File: src/rtl/mucodec_pkg.sv
// ----------------------------------------------------------------------------
// mucodec_pkg
// Shared types and constants for the Manchester-over-UART codec.
// ----------------------------------------------------------------------------
package mucodec_pkg;

  typedef enum logic [1:0] {
    OP_START = 2'd0,
    OP_CODE  = 2'd1,
    OP_TICK  = 2'd2,
    OP_XMIT  = 2'd3
  } op_e;

  typedef enum logic [1:0] {
    KIND_TX_CODE = 2'd0,
    KIND_RX_DATA = 2'd1,
    KIND_FINISH  = 2'd2,
    KIND_RSVD    = 2'd3
  } kind_e;

  typedef enum logic [1:0] {
    ST_OK       = 2'd0,
    ST_CODE_ERR = 2'd1,
    ST_TIMEOUT  = 2'd2,
    ST_RSVD     = 2'd3
  } status_e;

  localparam logic [7:0]  GAP_TIMEOUT_RST = 8'd3;
  localparam logic [15:0] PAIR_MASK       = 16'h5555;
  localparam int unsigned FIFO_DEPTH      = 4;
  localparam int unsigned FIFO_AW         = $clog2(FIFO_DEPTH);

  typedef struct packed {
    kind_e       kind;
    logic [7:0]  data;
    status_e     status;
    logic [15:0] count;
    logic        last;
  } result_t;

  // Up to two results produced by one item
  typedef struct packed {
    logic [1:0] num;
    result_t    res0;
    result_t    res1;
  } push_t;

  // Data bit i -> code bits 2i+1..2i: 0 -> 10, 1 -> 01
  function automatic logic [7:0] encode_nibble(input logic [3:0] nib);
    logic [7:0] code;
    code = '0;
    for (int i = 0; i < 4; i++) begin
      code[2*i]   = nib[i];
      code[2*i+1] = ~nib[i];
    end
    return code;
  endfunction

  function automatic logic [7:0] decode_word(input logic [15:0] word);
    logic [7:0] v;
    v = '0;
    for (int i = 0; i < 8; i++) begin
      v[i] = word[2*i];
    end
    return v;
  endfunction

endpackage

File: src/rtl/mucodec_core.sv
// ----------------------------------------------------------------------------
// mucodec_core
// Input register, receive session state and single-pass result logic.
// ----------------------------------------------------------------------------
module mucodec_core (
  input  logic                 clk_i,
  input  logic                 rst_ni,
  input  logic                 cfg_we_i,
  input  logic [7:0]           cfg_wdata_i,
  input  logic                 in_valid_i,
  output logic                 in_stall_o,
  input  logic [1:0]           operation_i,
  input  logic [7:0]           data_i,
  input  logic [15:0]          byte_count_i,
  input  logic [15:0]          first_timeout_i,
  input  logic                 room_i,
  output mucodec_pkg::push_t   push_o
);
  import mucodec_pkg::*;

  logic        in_vld_q;
  op_e         op_q;
  logic [7:0]  data_q;
  logic [15:0] cnt_q;
  logic [15:0] first_q;

  logic [7:0]  gap_q;
  logic        active_q, active_d;
  logic        await_q, await_d;
  logic [7:0]  low_q, low_d;
  logic [15:0] remain_q, remain_d;
  logic [15:0] recv_q, recv_d;
  logic [15:0] ticks_q, ticks_d;

  logic        fire;
  logic        in_acc;
  logic [15:0] word;
  logic [15:0] recv_inc;
  logic [15:0] remain_dec;
  push_t       push;

  assign fire       = in_vld_q && room_i;
  assign in_stall_o = in_vld_q && !room_i;
  assign in_acc     = in_valid_i && !in_stall_o;

  assign word       = {data_q, low_q};
  assign recv_inc   = recv_q + 16'd1;
  assign remain_dec = remain_q - 16'd1;

  function automatic result_t mk_res(kind_e k, logic [7:0] d, status_e s,
                                     logic [15:0] c, logic l);
    result_t r;
    r.kind   = k;
    r.data   = d;
    r.status = s;
    r.count  = c;
    r.last   = l;
    return r;
  endfunction

  always_comb begin
    active_d = active_q;
    await_d  = await_q;
    low_d    = low_q;
    remain_d = remain_q;
    recv_d   = recv_q;
    ticks_d  = ticks_q;
    push.num  = 2'd0;
    push.res0 = mk_res(KIND_TX_CODE, 8'd0, ST_OK, 16'd0, 1'b1);
    push.res1 = mk_res(KIND_TX_CODE, 8'd0, ST_OK, 16'd0, 1'b1);
    if (fire) begin
      unique case (op_q)
        OP_START: begin
          active_d = (cnt_q != 16'd0);
          await_d  = 1'b0;
          low_d    = 8'd0;
          remain_d = cnt_q;
          recv_d   = 16'd0;
          ticks_d  = first_q;
          if (cnt_q == 16'd0) begin
            push.num  = 2'd1;
            push.res0 = mk_res(KIND_FINISH, 8'd0, ST_OK, 16'd0, 1'b1);
          end
        end
        OP_CODE: begin
          if (active_q) begin
            ticks_d = {8'd0, gap_q};
            if (!await_q) begin
              low_d   = data_q;
              await_d = 1'b1;
            end else begin
              await_d = 1'b0;
              if (((word ^ (word >> 1)) & PAIR_MASK) != PAIR_MASK) begin
                active_d  = 1'b0;
                push.num  = 2'd1;
                push.res0 = mk_res(KIND_FINISH, 8'd0, ST_CODE_ERR, 16'd0, 1'b1);
              end else begin
                recv_d   = recv_inc;
                remain_d = remain_dec;
                if (remain_dec == 16'd0) begin
                  active_d  = 1'b0;
                  push.num  = 2'd2;
                  push.res0 = mk_res(KIND_RX_DATA, decode_word(word), ST_OK, 16'd0, 1'b0);
                  push.res1 = mk_res(KIND_FINISH, 8'd0, ST_OK, recv_inc, 1'b1);
                end else begin
                  push.num  = 2'd1;
                  push.res0 = mk_res(KIND_RX_DATA, decode_word(word), ST_OK, 16'd0, 1'b1);
                end
              end
            end
          end
        end
        OP_TICK: begin
          if (active_q) begin
            if (ticks_q <= 16'd1) begin
              ticks_d   = 16'd0;
              active_d  = 1'b0;
              await_d   = 1'b0;
              push.num  = 2'd1;
              push.res0 = mk_res(KIND_FINISH, 8'd0, ST_TIMEOUT, recv_q, 1'b1);
            end else begin
              ticks_d = ticks_q - 16'd1;
            end
          end
        end
        OP_XMIT: begin
          push.num  = 2'd2;
          push.res0 = mk_res(KIND_TX_CODE, encode_nibble(data_q[3:0]), ST_OK, 16'd0, 1'b0);
          push.res1 = mk_res(KIND_TX_CODE, encode_nibble(data_q[7:4]), ST_OK, 16'd0, 1'b1);
        end
        default: ;
      endcase
    end
  end

  assign push_o = push;

  always_ff @(posedge clk_i or negedge rst_ni) begin
    if (!rst_ni) begin
      in_vld_q <= 1'b0;
      gap_q    <= GAP_TIMEOUT_RST;
      active_q <= 1'b0;
      await_q  <= 1'b0;
      low_q    <= 8'd0;
      remain_q <= 16'd0;
      recv_q   <= 16'd0;
      ticks_q  <= 16'd0;
    end else begin
      if (cfg_we_i) begin
        gap_q <= cfg_wdata_i;
      end
      if (in_acc) begin
        in_vld_q <= 1'b1;
      end else if (fire) begin
        in_vld_q <= 1'b0;
      end
      active_q <= active_d;
      await_q  <= await_d;
      low_q    <= low_d;
      remain_q <= remain_d;
      recv_q   <= recv_d;
      ticks_q  <= ticks_d;
    end
  end

  // Payload of the input register
  always_ff @(posedge clk_i) begin
    if (in_acc) begin
      op_q    <= op_e'(operation_i);
      data_q  <= data_i;
      cnt_q   <= byte_count_i;
      first_q <= first_timeout_i;
    end
  end

endmodule

File: src/rtl/mucodec_res_fifo.sv
// ----------------------------------------------------------------------------
// mucodec_res_fifo
// Small result queue: takes up to two results a cycle, sends one beat a cycle unless stalled.
// ----------------------------------------------------------------------------
module mucodec_res_fifo (
  input  logic                  clk_i,
  input  logic                  rst_ni,
  input  mucodec_pkg::push_t    push_i,
  output logic                  room_o,
  output logic                  out_valid_o,
  input  logic                  out_stall_i,
  output mucodec_pkg::result_t  head_o
);
  import mucodec_pkg::*;

  localparam int unsigned CW = FIFO_AW + 1;

  result_t              mem_q [FIFO_DEPTH];
  logic [FIFO_AW-1:0]   wr_q, rd_q;
  logic [CW-1:0]        cnt_q;
  logic                 pop;
  logic [FIFO_AW-1:0]   wr_nxt;

  assign out_valid_o = (cnt_q != '0);
  assign pop         = out_valid_o && !out_stall_i;
  assign room_o      = (cnt_q <= CW'(FIFO_DEPTH - 2));
  assign head_o      = mem_q[rd_q];
  assign wr_nxt      = wr_q + FIFO_AW'(1);

  always_ff @(posedge clk_i or negedge rst_ni) begin
    if (!rst_ni) begin
      wr_q  <= '0;
      rd_q  <= '0;
      cnt_q <= '0;
    end else begin
      wr_q  <= wr_q + FIFO_AW'(push_i.num);
      rd_q  <= rd_q + FIFO_AW'(pop);
      cnt_q <= cnt_q + CW'(push_i.num) - CW'(pop);
    end
  end

  always_ff @(posedge clk_i) begin
    if (push_i.num != 2'd0) begin
      mem_q[wr_q] <= push_i.res0;
    end
    if (push_i.num == 2'd2) begin
      mem_q[wr_nxt] <= push_i.res1;
    end
  end

endmodule

File: src/rtl/manchester_uart_codec_top.sv
// ----------------------------------------------------------------------------
// manchester_uart_codec_top
// Manchester codec over byte-wide UART code words: transmit encode and
// receive session decode with tick-based timeouts.
// ----------------------------------------------------------------------------
// Path: an accepted beat is held in the input register, then processed into
//   the result queue once it has room; result beats leave from the queue head.
// Throughput: one input beat per cycle for items with zero or one result while
//   the output is not stalled; two-result items (transmit, final byte) are limited
//   by the single output beat per cycle drained from the 4-entry result queue.
// Reset: rst_ni async, active low; clears session state, queue and sets
//   gap_timeout to 3.
module manchester_uart_codec_top (
  input  logic        clk_i,
  input  logic        rst_ni,
  input  logic        cfg_we_i,
  input  logic [7:0]  cfg_wdata_i,
  input  logic        in_valid_i,
  output logic        in_stall_o,
  input  logic [1:0]  operation_i,
  input  logic [7:0]  data_i,
  input  logic [15:0] byte_count_i,
  input  logic [15:0] first_timeout_i,
  output logic        out_valid_o,
  input  logic        out_stall_i,
  output logic [1:0]  kind_o,
  output logic [7:0]  data_res_o,
  output logic [1:0]  status_o,
  output logic [15:0] received_count_o,
  output logic        last_o
);
  import mucodec_pkg::*;

  push_t   push;
  logic    room;
  result_t head;

  mucodec_core u_core (
    .clk_i           (clk_i),
    .rst_ni          (rst_ni),
    .cfg_we_i        (cfg_we_i),
    .cfg_wdata_i     (cfg_wdata_i),
    .in_valid_i      (in_valid_i),
    .in_stall_o      (in_stall_o),
    .operation_i     (operation_i),
    .data_i          (data_i),
    .byte_count_i    (byte_count_i),
    .first_timeout_i (first_timeout_i),
    .room_i          (room),
    .push_o          (push)
  );

  mucodec_res_fifo u_fifo (
    .clk_i       (clk_i),
    .rst_ni      (rst_ni),
    .push_i      (push),
    .room_o      (room),
    .out_valid_o (out_valid_o),
    .out_stall_i (out_stall_i),
    .head_o      (head)
  );

  assign kind_o           = head.kind;
  assign data_res_o       = head.data;
  assign status_o         = head.status;
  assign received_count_o = head.count;
  assign last_o           = head.last;

endmodule

File: config.mk
export PLATFORM = sky130hd
export DESIGN_NAME = manchester_uart_codec_top
export DESIGN_NICKNAME = d
export VERILOG_FILES = /design/src/rtl/mucodec_pkg.sv /design/src/rtl/mucodec_core.sv /design/src/rtl/mucodec_res_fifo.sv /design/src/rtl/manchester_uart_codec_top.sv
export SDC_FILE = /design/constraint.sdc
export NUM_CORES = 1
export LEC_CHECK = 0
export ABC_AREA = 1
export BUFFER_PORTS_ARGS = -buffer_cell sky130_fd_sc_hd__buf_2
export CAP_MARGIN = 20
export CORE_UTILIZATION = 30
export CTS_BUF_LIST = sky130_fd_sc_hd__clkbuf_8
export CTS_CLUSTER_DIAMETER = 60
export DETAILED_ROUTE_END_ITERATION = 16
export GPL_TIMING_DRIVEN = 0
export PLACE_DENSITY = 0.46
export SLEW_MARGIN = 40
export SYNTH_ARGS = -nofsm -noshare
export SYNTH_HDL_FRONTEND = slang
export SYNTH_SLANG_ARGS = --single-unit
File: constraint.sdc
create_clock -name clk_i -period 4.4 [get_ports clk_i]
set_clock_uncertainty 0.1 [all_clocks]
set_input_delay 0.22 -clock clk_i [delete_from_list [all_inputs] [get_ports clk_i]]
set_output_delay 0.22 -clock clk_i [all_outputs]
set_load 0.1 [all_outputs]
==> qor.csv, run 1 <==
metric,value,unit
status,"complete, no violations",
nets,1635,
syn_avg_cell_area,8.837,um2
antenna_found_initial,1,
critPathArrivalTime,4.14,ns
rows,73,
fillerInstances,4225,
die_y,203.0,um
fmax,247.2,MHz
cts_hold_buf,58,
cts_max_path_buffers,3,
multiInputGateArea,4873,um2
dr_total_vias,10610,
postRouteAntennaNets,0,
io_buffer_count,85,
hold_class,in2reg,
overflow,0,
post_cts_resized,0,
cts_root_buf,clkbuf_8,
yosysSeqAreaShare,0.5311,
ys.warnings.count,0,
max-vdd-ir-drop,0.4472,mV
coreArea,39820,um2
crit_fanout,25,
vias_per_cell,4.994,
fin_crit,4.046,ns
drive_gt1_frac,0.1431,
final-hold-violation-count,0,
clk_latency,0.57,ns
synthTopCellsByCount,"nand2_1, o21ai_0, nor2_1",
wl_per_cell,18.37,um
drc,0,
finalCritPeriodShare,0.9195,
ys_types,48,
gp_congestion,0.8434,
r2r_cells,15,
start_util,0.3044,
max_cap_violations,0,
synth_top_cell_by_area,edfxtp_1,
cts_sinks,232,
die_x,203.0,um
leakage,5.820,nW
clkSlewWorstSetupHoldPaths,0.06,ns
setup_violations,0,
tritoncts,yes,
critical_path_class,reg2reg,
synth_edf_count,142,
grt_pass1_wl,60950,um
ys_ff_latch,232,
worstMarginPinSlew,0.8265,ns
synth_top_area_share,0.3517,
syn_nets,1443,
post_cts_buffers,0,
grt_pass1_vias,10670,
synth_cells,1372,
start_kind,register,
yosysMostFrequentCell,nand2_1,
die_area,41220,um2
min_delay_path_depth,3,
power.density,678.8,nW/um2
grt_usage,0.1919,
synth_area,12120,um2
grt_max_degree,44,
synth_ff_type,edfxtp_1,
num_antenna_cells,0,
synth_area_leaders,"edfxtp_1, dfrtp_1, o21ai_0",
wirelength,39030,um
endpoint_kind,register,
dp_hpwl,26850,um
async_flop_share,0.3190,
drtPass1Iterations,5,
slew-limit-headroom,0.4470,
post-route-util,0.3701,
ios,86,
cts_max_level,2,
holdWs,0.05063,ns
syn_to_final_growth,21.56,%
drv_slew,0,
rsz0062_at_grt,false,
cts_buffers,44,
drt-initial-drc-count,668,
required,4.49,ns
ff_latch_area,6439,um2
==> flip-flops by register name, summed over array words and instances (netlist names) <==
signal and flops:
u_fifo.wr_q 2, u_core.op_q 2, u_fifo.mem_q 116, u_core.await_q 1, u_fifo.cnt_q 3, u_core.first_q 16, u_fifo.rd_q 2, u_core.ticks_q 16
u_core.in_vld_q 1, u_core.remain_q 16, u_core.active_q 1, u_core.data_q 8, u_core.cnt_q 16, u_core.low_q 8, u_core.gap_q 8, u_core.recv_q 16
==> per-stage QoR <==
step | power [mW] | TNS (ns) | cell area [um2] | cells | setup WS, ns
2_1_floorplan | 6.679 | 0 | 12120 | 1372 | 0.8684
3_3_place_gp | 7.961 | -11.31 | 13210 | 1982 | -0.2053
3_5_place_dp | 8.018 | 0 | 13320 | 1985 | 0.3216
4_1_cts | 10.08 | 0 | 14740 | 2125 | 0.3016
5_1_grt | 10.61 | 0 | 14740 | 2125 | 0.07056
6_report | 10.00 | 0 | 14740 | 2125 | 0.3540
==> layout by cell type (no fill, tap or decap), types with 5 or more instances in the layout <==
cell,synthesis,final
nand2_1,209,205
o21ai_0,157,157
nor2_1,156,155
inv_1,135,154
edfxtp_1,142,142
nand3_1,131,131
buf_2,5,89
dfrtp_1,72,72
dlygate4sd3_1,0,57
o22ai_1,52,52
clkbuf_8,0,50
o21ai_1,47,47
clkbuf_1,44,44
nand4_1,23,23
xor2_1,20,20
o211ai_1,19,19
dfxtp_1,16,16
a21oi_1,15,15
ha_1,15,15
nand2_2,12,14
o21ai_2,12,12
clkinv_1,4,10
or2_2,9,9
buf_4,8,8
o221ai_1,8,8
nor2_2,7,7
nor3_1,7,7
a22oi_1,6,6
xnor2_1,5,5
nand2_4,3,5
buf_6,4,5
==> cell type report <==
cell class | count | share of cell area
flip-flops and latches | 232 | 0.4369
multi-input cells | 935 | 0.3307
repair buffers | 146 | 0.07496
clock buffers | 50 | 0.04669
well taps | 525 | 0.04457
inverters | 142 | 0.03634
plain buffers | 63 | 0.02063
clock inverters | 32 | 0.009254
==> critical path: stages, from the launching register on <==
cell and delay, ns:
dfrtp_1 0.39, inv_1 0.19, ha_1 0.33, nand2_2 0.16, nor2_2 0.16, nand2_1 0.07
nand2_1 0.05, nand2_1 0.06, inv_1 0.05, nand2_1 0.07, nor2_4 0.18, nand3_2 0.24
a21oi_2 0.29, nand4_2 0.35, buf_2 0.35, nand2_2 0.60
==> metal layers <==
| metal | GRT usage | part of all wire |
|---|---|---|
| met3 | 0.03114 | 0.054 |
| met4 | 0.05156 | 0.018 |
| met5 | 0 | 0.00041 |
| met1 | 0.2603 | 0.46 |
| met2 | 0.3160 | 0.47 |
==> power breakdown <==
| group | leakage (nW) | switching, mW | internal (mW) |
|---|---|---|---|
| clock network | 0.486 | 0.959 | 1.04 |
| registers | 2.45 | 0.279 | 2.80 |
| logic | 2.89 | 3.91 | 1.02 |
==> cell families after synthesis <==
logic type               share of synthesized area
AND/OR/NAND/NOR                             0.2134
AO/OA/AOI/OAI                               0.1511
flip-flops                                  0.5311
buffers and inverters                      0.06925
XOR/XNOR                                   0.01806
adder cells (fa/ha/maj)                    0.01713
==> path summary, 6_finish.rpt <==
path,startpoint,endpoint,slack [ns]
setup / recovery,u_core.remain_q[0],u_fifo.mem_q[2][9],0.35
hold / removal,out_stall_i,u_fifo.rd_q[0],0.05
setup reg to reg,u_core.remain_q[0],u_fifo.mem_q[2][9],0.35
hold reg to reg,u_fifo.mem_q[2][0],u_fifo.mem_q[2][0],0.36
max in group asynchronous,rst_ni,u_core.recv_q[11],3.82
min in group asynchronous,rst_ni,u_core.gap_q[1],0.10
Note: power is estimated with default switching activity, not from simulation.
==> run 2: changes to the inputs <==
CORE_UTILIZATION = 40   (was 30)
PLACE_DENSITY = 0.58   (was 0.46)
TNS_END_PERCENT = 30   (was not set)
==> qor.csv, run 2 (synthesized netlist as in run 1, its figures left out) <==
metric,value,unit,change
status,"complete, no violations",,
setup_tns,0,ns,unchanged
cts_sinks,232,,unchanged
drt-initial-drc-count,982,,+47%
tritoncts,yes,,
r2r_cells,15,,unchanged
grt_pass1_vias,10480,,-1.8%
critPathArrivalTime,4.13,ns,about the same
start_kind,register,,
syn_to_final_growth,18.92,%,
max_cap_violations,0,,unchanged
antenna_found_initial,1,,unchanged
nets,1631,,-0.24%
power.internal,4.684,mW,-3.6%
leakage,5.732,nW,-1.5%
final-hold-violation-count,0,,unchanged
die_x,176.1,um,-13%
post-route-util,0.4852,,+0.1151
cts_root_buf,clkbuf_8,,
hold_class,in2reg,,
fin_crit,4.044,ns,-0.002083 ns
route.met3.wl,2379,um,+12%
cts_buffers,40,,-9.1%
worstMarginPinSlew,0.7980,ns,-0.02848 ns
drive_gt1_frac,0.1383,,-0.004847
p_sw,5.001,mW,-2.8%
crit_path_max_incr_delay,0.59,ns,about the same
hold_start,out_stall_i,,
ios,86,,unchanged
coreArea,29720,um2,-25%
cts_hold_buf,58,,unchanged
dr_total_vias,10660,,+0.41%
wl_per_cell,18.01,um,-1.9%
grt_max_degree,55,,+25%
grt_usage,0.2347,,+0.04281
cts_max_path_buffers,3,,unchanged
io_buffer_count,85,,unchanged
min_delay_path_depth,3,,unchanged
num_antenna_cells,0,,unchanged
pwr-share-clk,0.183,,-0.017
max-vdd-ir-drop,0.4078,mV,-8.8%
required,4.48,ns,about the same
path_common_cell,nand2_1,,
die_area,31010,um2,-25%
cp_cell_sequence,"inv_1, ha_1, nand2_2, nor2_2, nand2_1, nand2_1, nand2_1, inv_1, nand2_1, nor2_4, nand3_2, a21oi_2, nand4_2, buf_2, nand2_2",,
reg2reg_from,u_core.remain_q[0],,
dp_hpwl,24210,um,-9.9%
slew-limit-headroom,0.4661,,+0.01905
grt_pass1_wl,56460,um,-7.4%
top_layer,met5,,
rsz0062_at_grt,false,,
cp_slowest_cell,nand2_2,,
power.density,671.7,nW/um2,-1.0%
post_cts_buffers,0,,unchanged
reg2reg_slack,0.36,ns,about the same
rows,63,,-14%
gp_congestion,0.8771,,+4.0%
critical_path_class,reg2reg,,
switching_share,0.5164,,+0.002236
clk_latency,0.57,ns,about the same
rr_endpoint,u_fifo.mem_q[2][24],,
endpoint_kind,register,,
setup_violations,0,,unchanged
regMostFlops,u_fifo.mem_q,,
layout_common_cells,"nand2_1, o21ai_0, nor2_1",,
overflow,0,,unchanged
clkSlewWorstSetupHoldPaths,0.06,ns,about the same
drv_slew,0,,unchanged
die_y,176.1,um,-13%
hold-path-endpoint,u_fifo.rd_q[0],,
vias_per_cell,5.379,,+7.7%
wl_met1,15580,um,-13%
dr_wl_met2,16610,um,-8.8%
drtPass1Iterations,5,,unchanged
largest_register_ff_count,116,,unchanged
fmax,247.3,MHz,about the same
final_common_cell,nand2_1,,
start_util,0.4080,,+0.1035
cts_max_level,2,,unchanged
pwr-share-comb,0.499,,+0.007
post_cts_resized,0,,unchanged
crit_fanout,25,,unchanged
drc,0,,unchanged
power_frac_seq,0.318,,+0.010
finalCritPeriodShare,0.9191,,about the same
wirelength,35690,um,-8.6%
postRouteAntennaNets,0,,unchanged
run 2: final cells by class:
type | count | area (um2)
inverter | 142 | 535.5
tap | 390 | 488.0
clock buffer | 41 | 564.3
sequential | 232 | 6439
timing repair buffer | 146 | 1077
fill | 2786 | 15300
buffer | 63 | 304.0
clock inverter | 32 | 141.4
multi-input combinational | 935 | 4868
run 2: worst max-delay path by stage:
stage | start | endpoint | slack, ns | depth (start not counted)
2_1_floorplan | u_fifo.cnt_q[1] | u_core.cnt_q[0] | 0.87 | 3
3_3_place_gp | u_core.remain_q[0] | u_fifo.mem_q[3][10] | -0.05 | 17
3_5_place_dp | u_core.remain_q[0] | u_fifo.mem_q[2][10] | 0.36 | 15
4_1_cts | u_core.remain_q[0] | u_fifo.mem_q[2][9] | 0.37 | 15
5_1_grt | u_core.remain_q[0] | u_fifo.mem_q[2][24] | 0.08 | 15
6_report | u_core.remain_q[0] | u_fifo.mem_q[2][24] | 0.36 | 15
run 2: power groups by stage:
stage | logic (mW) | clock network (mW) | registers, mW
2_1_floorplan | 3.64 | 0 | 3.04
3_3_place_gp | 4.70 | 0 | 3.12
3_5_place_dp | 4.78 | 0 | 3.11
4_1_cts | 4.83 | 1.82 | 3.08
5_1_grt | 5.20 | 1.91 | 3.13
6_report | 4.83 | 1.77 | 3.08
run 2: routing by layer:
layer / GRT usage / up-vias
met2: 0.3842 / 420
met5: 0 / -
met3: 0.03747 / 89
li1: - / 5133
met4: 0.08877 / 2
met1: 0.3123 / 5012
run 2: worst max-delay path: cells and delay by family, from the launching register on:
family / cells / cell delay [ns]
AND/OR/NAND/NOR: 10 / 1.95
buffers and inverters: 3 / 0.60
flip-flops: 1 / 0.39
AO/OA/AOI/OAI: 1 / 0.29
adder cells (fa/ha/maj): 1 / 0.34
run 2: metrics by stage:
stage	instances	hold slack, ns	area, um2	setup WS (ns)	total power [mW]
2_1_floorplan	1372	-0.1756	12120	0.8684	6.679
3_3_place_gp	1847	0.2966	13040	-0.04910	7.815
3_5_place_dp	1850	-0.01137	13130	0.3643	7.889
4_1_cts	1981	0.01054	14420	0.3690	9.718
5_1_grt	1981	0.04380	14420	0.08471	10.24
6_report	1981	0.04926	14420	0.3561	9.685
==> run 3: changes to the inputs <==
CORE_UTILIZATION = 63   (was 40)
PLACE_DENSITY = 0.84   (was 0.58)
==> qor.csv, run 3 (synthesized netlist as in run 1, its figures left out) <==
metric,value,unit,change
cts_max_level,2,,unchanged
clkSlewWorstSetupHoldPaths,0.06,ns,about the same
required,4.48,ns,about the same
largest_register_ff_count,116,,unchanged
cts_root_buf,clkbuf_8,,
coreArea,18770,um2,-37%
drc,0,,unchanged
dpl.cell_count,1694,,-8.4%
die_x,140.7,um,-20%
syn_to_final_growth,17.96,%,
dp_hpwl,22650,um,-6.4%
post_dp_cell_area,12950,um2,-1.4%
cts_max_path_buffers,3,,unchanged
power.density,683.8,nW/um2,+1.8%
post_cts_resized,0,,unchanged
num_antenna_cells,0,,unchanged
setup_violations,0,,unchanged
critical_path_class,reg2reg,,
drive_gt1_frac,0.1403,,+0.001974
max_cap_violations,0,,unchanged
finalCritPeriodShare,0.8978,,-0.02122
slew-limit-headroom,0.4983,,+0.03225
cts_hold_buf,59,,+1.7%
r2r_cells,17,,+2
holdWs,0.08133,ns,+0.03206 ns
start_util,0.6460,,+0.2380
stdcell_count,1824,,-7.9%
io_buffer_count,85,,unchanged
antenna_found_initial,0,,-1
setup_tns,0,ns,unchanged
grt_pass1_wl,54300,um,-3.8%
min_delay_path_depth,3,,unchanged
wl_per_cell,18.61,um,+3.3%
leakage,5.784,nW,+0.91%
hold_class,in2reg,,
nets,1631,,unchanged
crit_cells,17,,+2
crit_fanout,25,,unchanged
vias_per_cell,6.070,,+13%
grt_usage,0.3514,,+0.1166
overflow,0,,unchanged
crit_path_max_incr_delay,0.55,ns,-0.04 ns
rows,50,,-21%
die_area,19800,um2,-36%
layout_common_cells,"nand2_1, o21ai_0, nor2_1",,
final-hold-violation-count,0,,unchanged
dr_total_vias,11070,,+3.9%
cp_slowest_cell,nand2_2,,
status,"complete, no violations",,
cts_sinks,232,,unchanged
grt_pass1_vias,10700,,+2.1%
fillerInstances,1303,,-53%
cts_buffers,39,,-2.5%
critPathArrivalTime,4.03,ns,-0.10 ns
clk_latency,0.55,ns,-0.02 ns
worstPathBufferInverterCount,3,,unchanged
worstMarginPinSlew,0.7498,ns,-0.04820 ns
path_common_cell,nand2_1,,
total_power,9.779,mW,+0.97%
fin_crit,3.950,ns,-0.09338 ns
die_y,140.7,um,-20%
rsz0062_at_grt,false,,
start_kind,register,,
final_area,14300,um2,-0.81%
post_cts_buffers,0,,unchanged
gp_congestion,0.9631,,+9.8%
max-vdd-ir-drop,0.4878,mV,+20%
drtPass1Iterations,6,,+1
final_common_cell,nand2_1,,
regMostFlops,u_fifo.mem_q,,
tritoncts,yes,,
critical_path.top_delay_family,simple AND/OR/NAND/NOR gates,,
wirelength,33940,um,-4.9%
fmax,253.1,MHz,+2.4%
drt-initial-drc-count,1716,,+75%
ios,86,,unchanged
drv_slew,0,,unchanged
endpoint_kind,register,,
grt_max_degree,56,,+1.8%
cp_cell_sequence,"inv_1, ha_1, nand2_2, nor2_2, nand2_1, nand2_1, nand2_1, inv_1, nand2_1, nor2_4, nand3_2, nand2_1, nand2_2, nor2_8, nand2_2, buf_4, nand2_2",,
postRouteAntennaNets,0,,unchanged
==> run 3: path summary, 6_finish.rpt <==
| check | start | end | slack (ns) |
|---|---|---|---|
| min | out_stall_i | u_fifo.rd_q[0] | 0.08 |
| max reg2reg | u_core.remain_q[0] | u_fifo.mem_q[3][1] | 0.45 |
| max | u_core.remain_q[0] | u_fifo.mem_q[3][1] | 0.45 |
| min reg2reg | u_fifo.mem_q[1][0] | u_fifo.mem_q[1][0] | 0.37 |
| min in group asynchronous | rst_ni | u_core.gap_q[1] | 0.10 |
| max in group asynchronous | rst_ni | u_core.remain_q[0] | 3.71 |
==> run 3: tightest hold or removal path, cell delays in order <==
cell	delay, ns
buf_2	0.10
a21oi_1	0.08
ha_1	0.29
==> run 3: power by group <==
part / internal (mW) / leakage [nW] / switching [mW] / total, mW
clock network: 1.01 / 0.453 / 0.873 / 1.88
logic: 1.02 / 2.88 / 3.77 / 4.79
registers: 2.80 / 2.45 / 0.303 / 3.10
total: 4.83 / 5.78 / 4.94 / 9.78
==> run 3: per-stage QoR <==
step	utilization	worst slack (ns)
floorplan	-	0.8684
global placement	0.6843	0.1771
detailed placement	0.6899	0.5622
CTS	0.7623	0.5508
global route	0.7620	0.1579
finish	0.7620	0.4495
==> run 3: per-layer routing <==
metal,up-vias,part of all wire,global-route usage
met3,116,0.10,0.07201
met2,724,0.48,0.5886
met5,-,0,0
met1,5102,0.38,0.4507
li1,5129,-,-
met4,0,0.034,0.1373
==> run 3: final cells by class <==
| cell class | instances | area [um2] | share of cell area |
|---|---|---|---|
| Buffer | 63 | 304.0 | 0.02126 |
| Clock buffer | 46 | 633.1 | 0.04427 |
| Clock inverter | 25 | 133.9 | 0.009361 |
| Inverter | 142 | 535.5 | 0.03745 |
| Multi-Input combinational cell | 935 | 4863 | 0.3401 |
| Sequential cell | 232 | 6439 | 0.4502 |
| Tap cell | 234 | 292.8 | 0.02047 |
| Timing Repair Buffer | 147 | 1100 | 0.07690 |
